--- config.mk ---
export PLATFORM = sky130hd
export DESIGN_NAME = next_smaller_element_stream
export DESIGN_NICKNAME = d
export VERILOG_FILES = /design/src/sv/nse_pkg.sv /design/src/sv/nse_ram.sv /design/src/sv/nse_ctrl.sv /design/src/sv/nse_dp.sv /design/src/sv/next_smaller_element_stream.sv
export SDC_FILE = /design/constraint.sdc
export NUM_CORES = 2
export LEC_CHECK = 0
export BUFFER_PORTS_ARGS = -buffer_cell sky130_fd_sc_hd__buf_2
export CAP_MARGIN = 0
export CORE_AREA = 2 2 363 275
export DETAILED_ROUTE_END_ITERATION = 10
export DIE_AREA = 0 0 365 277
export PLACE_DENSITY_LB_ADDON = 0.2
export RECOVER_POWER = 100
export SLEW_MARGIN = 20
export SYNTH_ARGS = -nofsm -noshare
export SYNTH_HDL_FRONTEND = slang
export SYNTH_SLANG_ARGS = --single-unit
--- constraint.sdc ---
create_clock -name clk -period 18 [get_ports clk]
set_input_delay 4.5 -clock clk [delete_from_list [all_inputs] [get_ports clk]]
set_output_delay 4.5 -clock clk [all_outputs]
set_load 0.01 [all_outputs]
--- src/sv/nse_pkg.sv ---
// ----------------------------------------------------------------------------
// nse_pkg
// Types and codes shared by the next-smaller-element stream modules.
// ----------------------------------------------------------------------------
package nse_pkg;

  typedef enum logic [1:0] {
    ST_FOUND   = 2'd0,
    ST_NONE    = 2'd1,
    ST_DROPPED = 2'd2
  } status_t;

  typedef enum logic [2:0] {
    S_IDLE,
    S_READ,
    S_CMP,
    S_FREAD,
    S_FPOP,
    S_FIN
  } state_t;

  // controller -> datapath
  typedef struct packed {
    logic    load;       // capture the accepted input beat
    logic    produce;    // stage a new result in the hold register
    status_t kind;       // status of the staged result
    logic    pop;        // drop the top stack entry
    logic    push;       // write the current item on top of the stack
    logic    send_last;  // move the hold register out, marked last
  } cmd_t;

  // datapath -> controller
  typedef struct packed {
    logic greater;     // stack not empty and top strictly greater than item
    logic empty;
    logic full;
    logic hold_valid;
    logic slot_free;   // output register free or being taken this cycle
    logic last;        // current item ends its sequence
  } sts_t;

endpackage

--- src/sv/nse_ram.sv ---
// ----------------------------------------------------------------------------
// nse_ram
// Single-port-write, single-port-read RAM with a registered read.
// ----------------------------------------------------------------------------
module nse_ram #(
  parameter int WIDTH = 44,
  parameter int DEPTH = 32
) (
  input  logic                     clk,
  input  logic                     we,
  input  logic [$clog2(DEPTH)-1:0] waddr,
  input  logic [WIDTH-1:0]         wdata,
  input  logic [$clog2(DEPTH)-1:0] raddr,
  output logic [WIDTH-1:0]         rdata
);

  logic [WIDTH-1:0] mem [DEPTH];

  always_ff @(posedge clk) begin
    if (we) begin
      mem[waddr] <= wdata;
    end
    rdata <= mem[raddr];
  end

endmodule

--- src/sv/nse_ctrl.sv ---
// ----------------------------------------------------------------------------
// nse_ctrl
// Sequencer for the stack: compare, pop, push or drop, flush, final hand-off.
// ----------------------------------------------------------------------------
module nse_ctrl (
  input  logic            clk,
  input  logic            rst,
  input  logic            in_valid,
  output logic            in_ready,
  input  nse_pkg::sts_t   sts,
  output nse_pkg::cmd_t   cmd
);

  nse_pkg::state_t state, state_next;
  logic            can_prod;

  assign can_prod = !sts.hold_valid || sts.slot_free;

  always_ff @(posedge clk) begin
    if (rst) begin
      state <= nse_pkg::S_IDLE;
    end else begin
      state <= state_next;
    end
  end

  always_comb begin
    state_next = state;
    unique case (state)
      nse_pkg::S_IDLE: begin
        if (in_valid) state_next = nse_pkg::S_CMP;
      end
      nse_pkg::S_READ: begin
        state_next = nse_pkg::S_CMP;
      end
      nse_pkg::S_CMP: begin
        if (sts.greater) begin
          if (can_prod) state_next = nse_pkg::S_READ;
        end else if (!sts.full || can_prod) begin
          state_next = sts.last ? nse_pkg::S_FREAD : nse_pkg::S_FIN;
        end
      end
      nse_pkg::S_FREAD: begin
        state_next = sts.empty ? nse_pkg::S_FIN : nse_pkg::S_FPOP;
      end
      nse_pkg::S_FPOP: begin
        if (can_prod) state_next = nse_pkg::S_FREAD;
      end
      nse_pkg::S_FIN: begin
        if (!sts.hold_valid || sts.slot_free) state_next = nse_pkg::S_IDLE;
      end
      default: state_next = nse_pkg::S_IDLE;
    endcase
  end

  always_comb begin
    cmd      = '0;
    cmd.kind = nse_pkg::ST_FOUND;
    in_ready = 1'b0;
    unique case (state)
      nse_pkg::S_IDLE: begin
        in_ready = 1'b1;
        cmd.load = in_valid;
      end
      nse_pkg::S_READ: ;
      nse_pkg::S_CMP: begin
        if (sts.greater) begin
          cmd.produce = can_prod;
          cmd.pop     = can_prod;
        end else if (!sts.full) begin
          cmd.push = 1'b1;
        end else begin
          // still full after the pops: report the item as dropped
          cmd.produce = can_prod;
          cmd.kind    = nse_pkg::ST_DROPPED;
        end
      end
      nse_pkg::S_FREAD: ;
      nse_pkg::S_FPOP: begin
        cmd.produce = can_prod;
        cmd.pop     = can_prod;
        cmd.kind    = nse_pkg::ST_NONE;
      end
      nse_pkg::S_FIN: begin
        cmd.send_last = sts.hold_valid && sts.slot_free;
      end
      default: ;
    endcase
  end

endmodule

--- src/sv/nse_dp.sv ---
// ----------------------------------------------------------------------------
// nse_dp
// Stack RAM, stack count, position counter, result hold and output register.
// ----------------------------------------------------------------------------
module nse_dp #(
  parameter int STACK_DEPTH = 32,
  parameter int MAX_LEN     = 4096,
  parameter int VALUE_WIDTH = 32
) (
  input  logic                   clk,
  input  logic                   rst,
  input  nse_pkg::cmd_t          cmd,
  output nse_pkg::sts_t          sts,
  input  logic [VALUE_WIDTH-1:0] value,
  input  logic                   last_of_sequence,
  output logic                   out_valid,
  input  logic                   out_ready,
  output logic [11:0]            element_index,
  output logic [VALUE_WIDTH-1:0] element_value,
  output logic [VALUE_WIDTH-1:0] next_smaller,
  output logic [1:0]             status,
  output logic                   last_result
);

  localparam int PW = $clog2(MAX_LEN);
  localparam int AW = $clog2(STACK_DEPTH);
  localparam int CW = $clog2(STACK_DEPTH + 1);
  localparam int EW = VALUE_WIDTH + PW;

  logic [CW-1:0]          count;
  logic [PW-1:0]          pos_count;
  logic [VALUE_WIDTH-1:0] cur_val;
  logic [PW-1:0]          cur_pos;
  logic                   cur_last;

  logic [EW-1:0]          rd_data;
  logic [VALUE_WIDTH-1:0] top_val;
  logic [PW-1:0]          top_pos;
  logic [CW-1:0]          count_dec;

  logic                   hold_valid;
  logic [PW-1:0]          hold_pos;
  logic [VALUE_WIDTH-1:0] hold_val;
  logic [VALUE_WIDTH-1:0] hold_nxt;
  nse_pkg::status_t       hold_st;

  assign count_dec = count - CW'(1);
  assign top_val   = rd_data[EW-1:PW];
  assign top_pos   = rd_data[PW-1:0];

  nse_ram #(
    .WIDTH (EW),
    .DEPTH (STACK_DEPTH)
  ) u_stack (
    .clk   (clk),
    .we    (cmd.push),
    .waddr (count[AW-1:0]),
    .wdata ({cur_val, cur_pos}),
    .raddr (count_dec[AW-1:0]),
    .rdata (rd_data)
  );

  assign sts.empty      = (count == '0);
  assign sts.full       = (count == CW'(STACK_DEPTH));
  assign sts.greater    = !sts.empty && ($signed(top_val) > $signed(cur_val));
  assign sts.hold_valid = hold_valid;
  assign sts.slot_free  = !out_valid || out_ready;
  assign sts.last       = cur_last;

  // control state
  always_ff @(posedge clk) begin
    if (rst) begin
      count      <= '0;
      pos_count  <= '0;
      hold_valid <= 1'b0;
      out_valid  <= 1'b0;
    end else begin
      if (cmd.load) begin
        if (last_of_sequence || pos_count == PW'(MAX_LEN - 1)) begin
          pos_count <= '0;
        end else begin
          pos_count <= pos_count + PW'(1);
        end
      end
      if (cmd.pop) begin
        count <= count_dec;
      end else if (cmd.push) begin
        count <= count + CW'(1);
      end
      if (cmd.produce) begin
        hold_valid <= 1'b1;
      end else if (cmd.send_last) begin
        hold_valid <= 1'b0;
      end
      if ((cmd.produce && hold_valid) || cmd.send_last) begin
        out_valid <= 1'b1;
      end else if (out_ready) begin
        out_valid <= 1'b0;
      end
    end
  end

  // payload
  always_ff @(posedge clk) begin
    if (cmd.load) begin
      cur_val  <= value;
      cur_pos  <= pos_count;
      cur_last <= last_of_sequence;
    end
    if (cmd.produce) begin
      hold_st <= cmd.kind;
      if (cmd.kind == nse_pkg::ST_DROPPED) begin
        hold_pos <= cur_pos;
        hold_val <= cur_val;
      end else begin
        hold_pos <= top_pos;
        hold_val <= top_val;
      end
      hold_nxt <= (cmd.kind == nse_pkg::ST_FOUND) ? cur_val : '0;
    end
    // a new result behind the held one means the held one is not last
    if ((cmd.produce && hold_valid) || cmd.send_last) begin
      element_index <= 12'(hold_pos);
      element_value <= hold_val;
      next_smaller  <= hold_nxt;
      status        <= hold_st;
      last_result   <= cmd.send_last;
    end
  end

endmodule

--- src/sv/next_smaller_element_stream.sv ---
// ----------------------------------------------------------------------------
// next_smaller_element_stream
// Monotonic-stack next-smaller-element finder over a stream of signed values.
// ----------------------------------------------------------------------------
// Input channel (in_valid/in_ready): one beat per element, value plus
// last_of_sequence on the final element of a sequence. Output channel
// (out_valid/out_ready): one beat per answered element, with its index,
// its value, the next strictly smaller value and a status (found, none
// before the sequence end, dropped because the stack was full).
// last_result marks the final output beat caused by one input beat.
// An input beat that pops nothing, is not dropped and does not end a
// sequence gives no output.
// Each input beat passes S_IDLE, S_CMP and S_FIN; each popped entry adds
// S_READ and S_CMP, each entry flushed at sequence end adds S_FREAD and
// S_FPOP, and an item that ends its sequence adds a last S_FREAD; a dropped
// item adds no state. The stack RAM has one registered read port, so each
// pop waits in S_READ for the new top. Results pass through a one-deep hold
// stage and an output register, so a result leaves once the next is known.
// When the receiver stalls, the block runs on until it needs the output
// register, then waits; no result is lost.
// Reset empties the stack (count to zero, no clearing pass) and sets the
// position counter to zero; input is taken from the first cycle after reset.
// ----------------------------------------------------------------------------
module next_smaller_element_stream #(
  parameter int STACK_DEPTH = 32,
  parameter int MAX_LEN     = 4096,
  parameter int VALUE_WIDTH = 32
) (
  input  logic                   clk,
  input  logic                   rst,
  input  logic                   in_valid,
  output logic                   in_ready,
  input  logic [VALUE_WIDTH-1:0] value,
  input  logic                   last_of_sequence,
  output logic                   out_valid,
  input  logic                   out_ready,
  output logic [11:0]            element_index,
  output logic [VALUE_WIDTH-1:0] element_value,
  output logic [VALUE_WIDTH-1:0] next_smaller,
  output logic [1:0]             status,
  output logic                   last_result
);

  nse_pkg::cmd_t cmd;
  nse_pkg::sts_t sts;

  nse_ctrl u_ctrl (
    .clk      (clk),
    .rst      (rst),
    .in_valid (in_valid),
    .in_ready (in_ready),
    .sts      (sts),
    .cmd      (cmd)
  );

  nse_dp #(
    .STACK_DEPTH (STACK_DEPTH),
    .MAX_LEN     (MAX_LEN),
    .VALUE_WIDTH (VALUE_WIDTH)
  ) u_dp (
    .clk              (clk),
    .rst              (rst),
    .cmd              (cmd),
    .sts              (sts),
    .value            (value),
    .last_of_sequence (last_of_sequence),
    .out_valid        (out_valid),
    .out_ready        (out_ready),
    .element_index    (element_index),
    .element_value    (element_value),
    .next_smaller     (next_smaller),
    .status           (status),
    .last_result      (last_result)
  );

  a_idle_no_hold: assert property (@(posedge clk) disable iff (rst)
    in_ready |-> !sts.hold_valid)
    else $error("result left in hold while accepting input");

  a_produce_room: assert property (@(posedge clk) disable iff (rst)
    cmd.produce |-> (!sts.hold_valid || sts.slot_free))
    else $error("held result overwritten");

  a_pop_nonempty: assert property (@(posedge clk) disable iff (rst)
    cmd.pop |-> !sts.empty)
    else $error("pop from empty stack");

  a_push_room: assert property (@(posedge clk) disable iff (rst)
    cmd.push |-> (!sts.full && !cmd.pop))
    else $error("push onto full stack");

endmodule

-- After elaboration in Yosys (flattened, before gate mapping)
Memory sizes are Yosys's and may differ from the RTL's. A register that Yosys moved wholly into a read port is not among the register bits.
Index checks and enable logic that the tools add are counted.
- logic and storage cells: 85
- bits in writable memories: 1408
- flip-flop bits (word level): 225
- memories kept: 1
- memories (name ; words ; bits a word ; read ports ; clocked after memory_dff ; wr ports ; line ; text):
    u_dp.u_stack.mem ; 32 ; 44 ; 1 ; 1 ; 1 ; nse_ram.sv:17 ; logic [WIDTH-1:0] mem [DEPTH];
- add/sub/neg operators: 3
- $lt $le $gt $ge: 1
- reductions and logical operators: 19
- mux-type cells: 31
- equality and inequality tests: 13
- operators by type and width (kind ; count):
    greater-than comparator 32 bit ; 1
    two-way mux 32 bit ; 1
    two-way mux 12 bit ; 2
    two-way mux 3 bit ; 8
    case mux 3 bit (6 select lines) ; 1
    two-way mux 1 bit ; 15
    adder 12 x 1 -> 12 bit (second input constant) ; 1
    == test 12 bit (second input constant) ; 1
    two-way mux 6 bit ; 2
    case mux 4 bit (2 select lines) ; 1
    adder 6 x 1 -> 6 bit (second input constant) ; 1
    == test 3 x 2 -> 1 bit (second input constant) ; 2
    == test 3 bit (second input constant) ; 2
    == test 6 bit (second input constant) ; 1
    zero test 6 bit ; 1
    != test 3 x 2 -> 1 bit (second input constant) ; 2
    nonzero test 2 bit ; 3
    subtractor 6 x 1 -> 6 bit (second input constant) ; 1
    logical OR 1 bit ; 5
    AND reduction 5 bit ; 1
    zero test 1 bit ; 4
    != test 2 x 1 -> 1 bit (second input constant) ; 2
    == test 3 x 1 -> 1 bit (second input constant) ; 1
    logical AND 1 bit ; 3
    5 further kinds ; 5

-- Logic depth before layout (Yosys ltp)
- depth after elaboration: 9
- depth in mapped cells: 13
- depth with buffers taken out: 11

-- Hierarchy
A second synthesis with hierarchy kept.
- cells, all modules: 3659
- area, all modules: 64413.0 µm²
- by module, submodules not included (module ; area each (µm²) ; cells each ; sequential area each (µm²) ; instances):
    nse_ram ; 55532.0 ; 3090 ; 43161.4 ; 1
    nse_dp ; 8619.5 ; 532 ; 6466.2 ; 1
    nse_ctrl ; 261.5 ; 37 ; 60.1 ; 1

-- Least setup slack after synthesis
Ideal clock, no wire load.
- kind: in2reg
- start: input out_ready
- end: register u_dp.hold_nxt[0], enable pin
- data required time: 17.557 ns
- stages: 3
- library setup time: 0.443 ns
- data arrival time: 6.598 ns
- slack: 10.959 ns
- buffers on the path: 0
- path through: nand2b_1 -> or2_2 -> o21a_1
- RTL lines (element ; line ; text):
    start: declaration ; next_smaller_element_stream.sv:36 ; input logic out_ready,
    end signal: assignment ; nse_dp.sv:119 ; hold_nxt <= (cmd.kind == nse_pkg::ST_FOUND) ? cur_val : '0;
    end: declaration ; nse_dp.sv:44 ; logic [VALUE_WIDTH-1:0] hold_nxt;

-- Final worst setup path
- start: register u_dp.cur_val[16]
- end: register u_dp.hold_nxt[31], data pin
- cells in the longest elaborated chain, start to end: 5
- ends and longest elaborated chain (element ; line ; text):
    start: declaration ; nse_dp.sv:32 ; logic [VALUE_WIDTH-1:0] cur_val;
    start signal: assignment ; nse_dp.sv:106 ; cur_val <= value;
    greater-than comparator 32 bit ; nse_dp.sv:65 ; assign sts.greater = !sts.empty && ($signed(top_val) > $signed(cur_val));
    logical AND 1 bit ; nse_dp.sv:65 ;
    two-way mux 2 bit ; nse_ctrl.sv:67 ; if (sts.greater) begin
    case mux 4 bit (2 select lines) ; nse_ctrl.sv:60 ; unique case (state)
    zero test 2 bit ; nse_dp.sv:119 ;
No other way between the ends.
A chain may end at the register's enable or synchronous reset.

==> impl_metrics.toml <==
[outcome]
status = "complete, but fails checks"
violations = "capacitance limit, slew limit"

[synthesis]
ys_warn_count = 0
syn_area_um2 = 63200
synth_enable_flop_cells = 1610
synth_top_area_share_pct = 76.5
syn-num-nets = 2742
ys_ff_latch = 1677
syn_area_per_cell_um2 = 23.7
ys_types = 56
netlist_instances = 2668
yosysTopAreaCell = "edfxtp_1"
async_reset_ff_share_pct = 0
ys_seq_area_share_pct = 78.7
synthTopCellsByArea = "edfxtp_1 (77%), mux4_2 (16%), dfxtp_1 (2.1%)"
synthFlopType = "edfxtp_1"

[timing]
min_period_ns = 9.97
max_slew_margin_pct = -224
tightest_slew_ns = 4.86
fmax_mhz = 100
report.final.hold_viol_count = 0
finalClockSkew_ns = 0.0291
rsz0062_at_grt = "no"
finalSetupViolCount = 0
min_period_over_period_pct = 55.4
final.setup.tns_ns = 0
report.final.slew_viol_count = 2492

[worst_setup_path]
cp_max_fo = 65
crit_path_cell_trace = "clkbuf_1 -> inv_1 -> ha_1 -> a21oi_1 -> o21ai_0 -> a211oi_1 -> or3b_1 -> o31a_1 -> o21bai_1 -> nor3b_1 -> clkbuf_1 -> nor3_1"
crit_buf_inv = 3
crit_path_end_kind = "register"
ff2ff_setup_slack_ns = 8.03
startpoint_type = "register"
slowest_delay_ns = 2.89
path_common_cell = "clkbuf_1"
path_delay_family = "buffers and inverters"
r2r_start = "u_dp.cur_val[16]"
timing.rr.end = "u_dp.hold_nxt[31]"
required_ns = 18.28
crit_path_top_delay_cell = "clkbuf_1"
worstSetupPathType = "reg -> reg"
reg2regPathDepth = 12
arrival_ns = 10.25

[layout]
drive_above_1_share_pct = 25.7
fin_area_um2 = 70200
final_nets = 2976
syn2layout_area_growth_pct = 11.1
fin_cells = 4352
fin_util_pct = 71.5

[placement]
dp_hpwl_um = 78000
gp_congestion = 0.842
place_area_um2 = 65800
portBuffers = 117
dp.cells = 4062

[clock_tree]
clk_pin_slew_worst_paths_ns = 0.06
cts_made_buffers = 152
clk_path_buf_depth = 3
cts_tree = "yes"
cts_setup_buffers = 0
ctsResizeCount = 0
cts_root_buf = "clkbuf_16"
clock_sinks = 1677
cts_max_level = 4
clk_latency_ns = 0.78
postCtsHoldBufs = 0

[pwr]
leakage_uw = 0.0215
power_density_nw_per_um2 = 156
ir_drop_mv = 0.159

[grt]
track_usage_pct = 30.7
grt_max_degree = 140
grt_pass1_wl_um = 216000
grt_pass1_vias = 30117
grt_overflow_total = 0
antenna_found_initial = 3

[floorplanning]
core_um2 = 98100
ios = 118
die_h_um = 277
die_w_um = 365
num_rows = 100
die_area_um2 = 101000
start_util_pct = 64.4

[routing]
drt-pass1-iter-count = 6
vias_per_cell = 6.88
drt-total-wl_um = 152000
wire_per_inst_um = 34.9
wl_met1_um = 57400
drtIter0Drc = 4384
drc_errors = 0
top_layer = "met5"
wl_met2_um = 73700
wl_met3_um = 16200
ant_nets = 0
num_vias = 29939

[hold_path]
min-delay-start = "u_dp.hold_nxt[29]"
holdPathStages = 0
holdPathEnd = "u_dp.next_smaller[29]"
hold_path.class = "reg -> reg"

[run]
maxCapViolCount = 77
==> metrics by stage <==
step	hold slack (ns)	setup slack (ns)	power, uW
final	0.417	8.03	11000
after global routing	0.430	7.51	11300
after CTS	0.418	11.04	10900
after detailed placement	0.405	11.06	7770
after global placement	0.408	11.32	7710
after floorplan	0.400	10.96	6800
==> Yosys cell counts, drive strengths merged, types with 5 or more instances <==
library cell / instances
edfxtp: 1610
mux4: 440
mux2: 91
clkbuf: 75
dfxtp: 67
nor2: 63
buf: 46
nor3: 45
inv: 42
ha: 37
nand2: 28
a21oi: 22
nand3: 11
nand4: 10
o21ai: 9
xor2: 8
nor4: 7
o21a: 6
xnor2: 5
==> worst max path at each step <==
stage / from / endpoint / slack [ns] / depth (start not counted)
after CTS: u_dp.cur_val[15] / u_dp.u_stack.mem[26][22] / 11.04 / 12
after floorplan: out_ready / u_dp.hold_nxt[0] / 10.96 / 3
final: u_dp.cur_val[16] / u_dp.hold_nxt[31] / 8.03 / 12
after global placement: u_dp.cur_val[15] / u_dp.u_stack.mem[26][39] / 11.32 / 12
after detailed placement: u_dp.cur_val[15] / u_dp.u_stack.mem[26][32] / 11.06 / 12
after global routing: u_dp.cur_val[5] / u_dp.hold_nxt[31] / 7.51 / 12
==> cell families (layout without fill, tap and decap cells) <==
| logic type | Yosys count | count (layout) | synth area share, % |
|---|---|---|---|
| flip-flops | 1677 | 1677 | 78.7 |
| XOR/XNOR | 13 | 13 | 0.180 |
| buffers and inverters | 163 | 520 | 1.05 |
| multiplexers | 532 | 532 | 17.3 |
| AND/OR/NAND/NOR | 189 | 189 | 1.46 |
| AO/OA/AOI/OAI | 57 | 57 | 0.600 |
| other | 0 | 1 | 0 |
| adder cells (fa/ha/maj) | 37 | 37 | 0.733 |
==> sequential cells by signal, summed over array words and instances (netlist names), 6 cells and up <==
signal              flops
u_dp.u_stack.mem     1408
u_dp.u_stack.rdata     44
u_dp.cur_val           32
u_dp.element_value     32
u_dp.hold_nxt          32
u_dp.hold_val          32
u_dp.next_smaller      32
u_dp.cur_pos           12
u_dp.element_index     12
u_dp.hold_pos          12
u_dp.pos_count         12
u_dp.count              6
==> layout make-up <==
cell class | instances | area, um2
sequential | 1677 | 49700
clock inverter | 82 | 696
multi-input combinational | 828 | 12900
antenna | 1 | 2.50
clock buffer | 195 | 4170
fill | 5606 | 27900
timing repair buffer | 201 | 870
inverter | 42 | 158
tap | 1326 | 1660
==> where the power goes <==
part	leakage (uW)	internal (uW)	switching [uW]	total, uW
sequential	0.0151	4730	184	4920
clock	0.00236	1780	1390	3170
combinational	0.00409	1330	1540	2870
total	0.0215	7850	3110	11000
==> worst reg2reg max path: stages, from the launching register on <==
cell and delay, ns:
edfxtp_1 0.32, clkbuf_1 1.26, inv_1 0.26, ha_1 0.28, a21oi_1 0.13, o21ai_0 0.26
a211oi_1 0.30, or3b_1 0.42, o31a_1 0.32, o21bai_1 0.62, nor3b_1 1.81, clkbuf_1 2.90
nor3_1 0.60
==> per-layer routing <==
| layer | track usage, % | vias to the layer above |
|---|---|---|
| met1 | 45.5 | 15888 |
| met2 | 47.2 | 2027 |
| met3 | 6.21 | 247 |
| li1 | - | 11771 |
| met5 | 0 | - |
| met4 | 9.44 | 6 |
==> cells in the final DEF (no fill, tap or decap), drive strengths merged, types with 2 or more instances in the layout <==
master and count:
xnor2 5, dfxtp 67, nor4 7, o21a 6, nor3 45, o21ai 9
inv 50, nand4 10, mux2 91, bufinv 10, clkinv 53, nand3 11
a21oi 22, xor2 8, and4 2, nor3b 2, or2 4, a2111oi 2
a31oi 2, or3b 2, edfxtp 1610, clkbuf 359, nand2 28, nor2 63
nand2b 3, a211oi 3, nor2b 4, buf 37, ha 37, mux4 440
clkinvlp 11, o22ai 2, or3 4, a21o 3
Note: power is estimated with default switching activity, not from simulation.
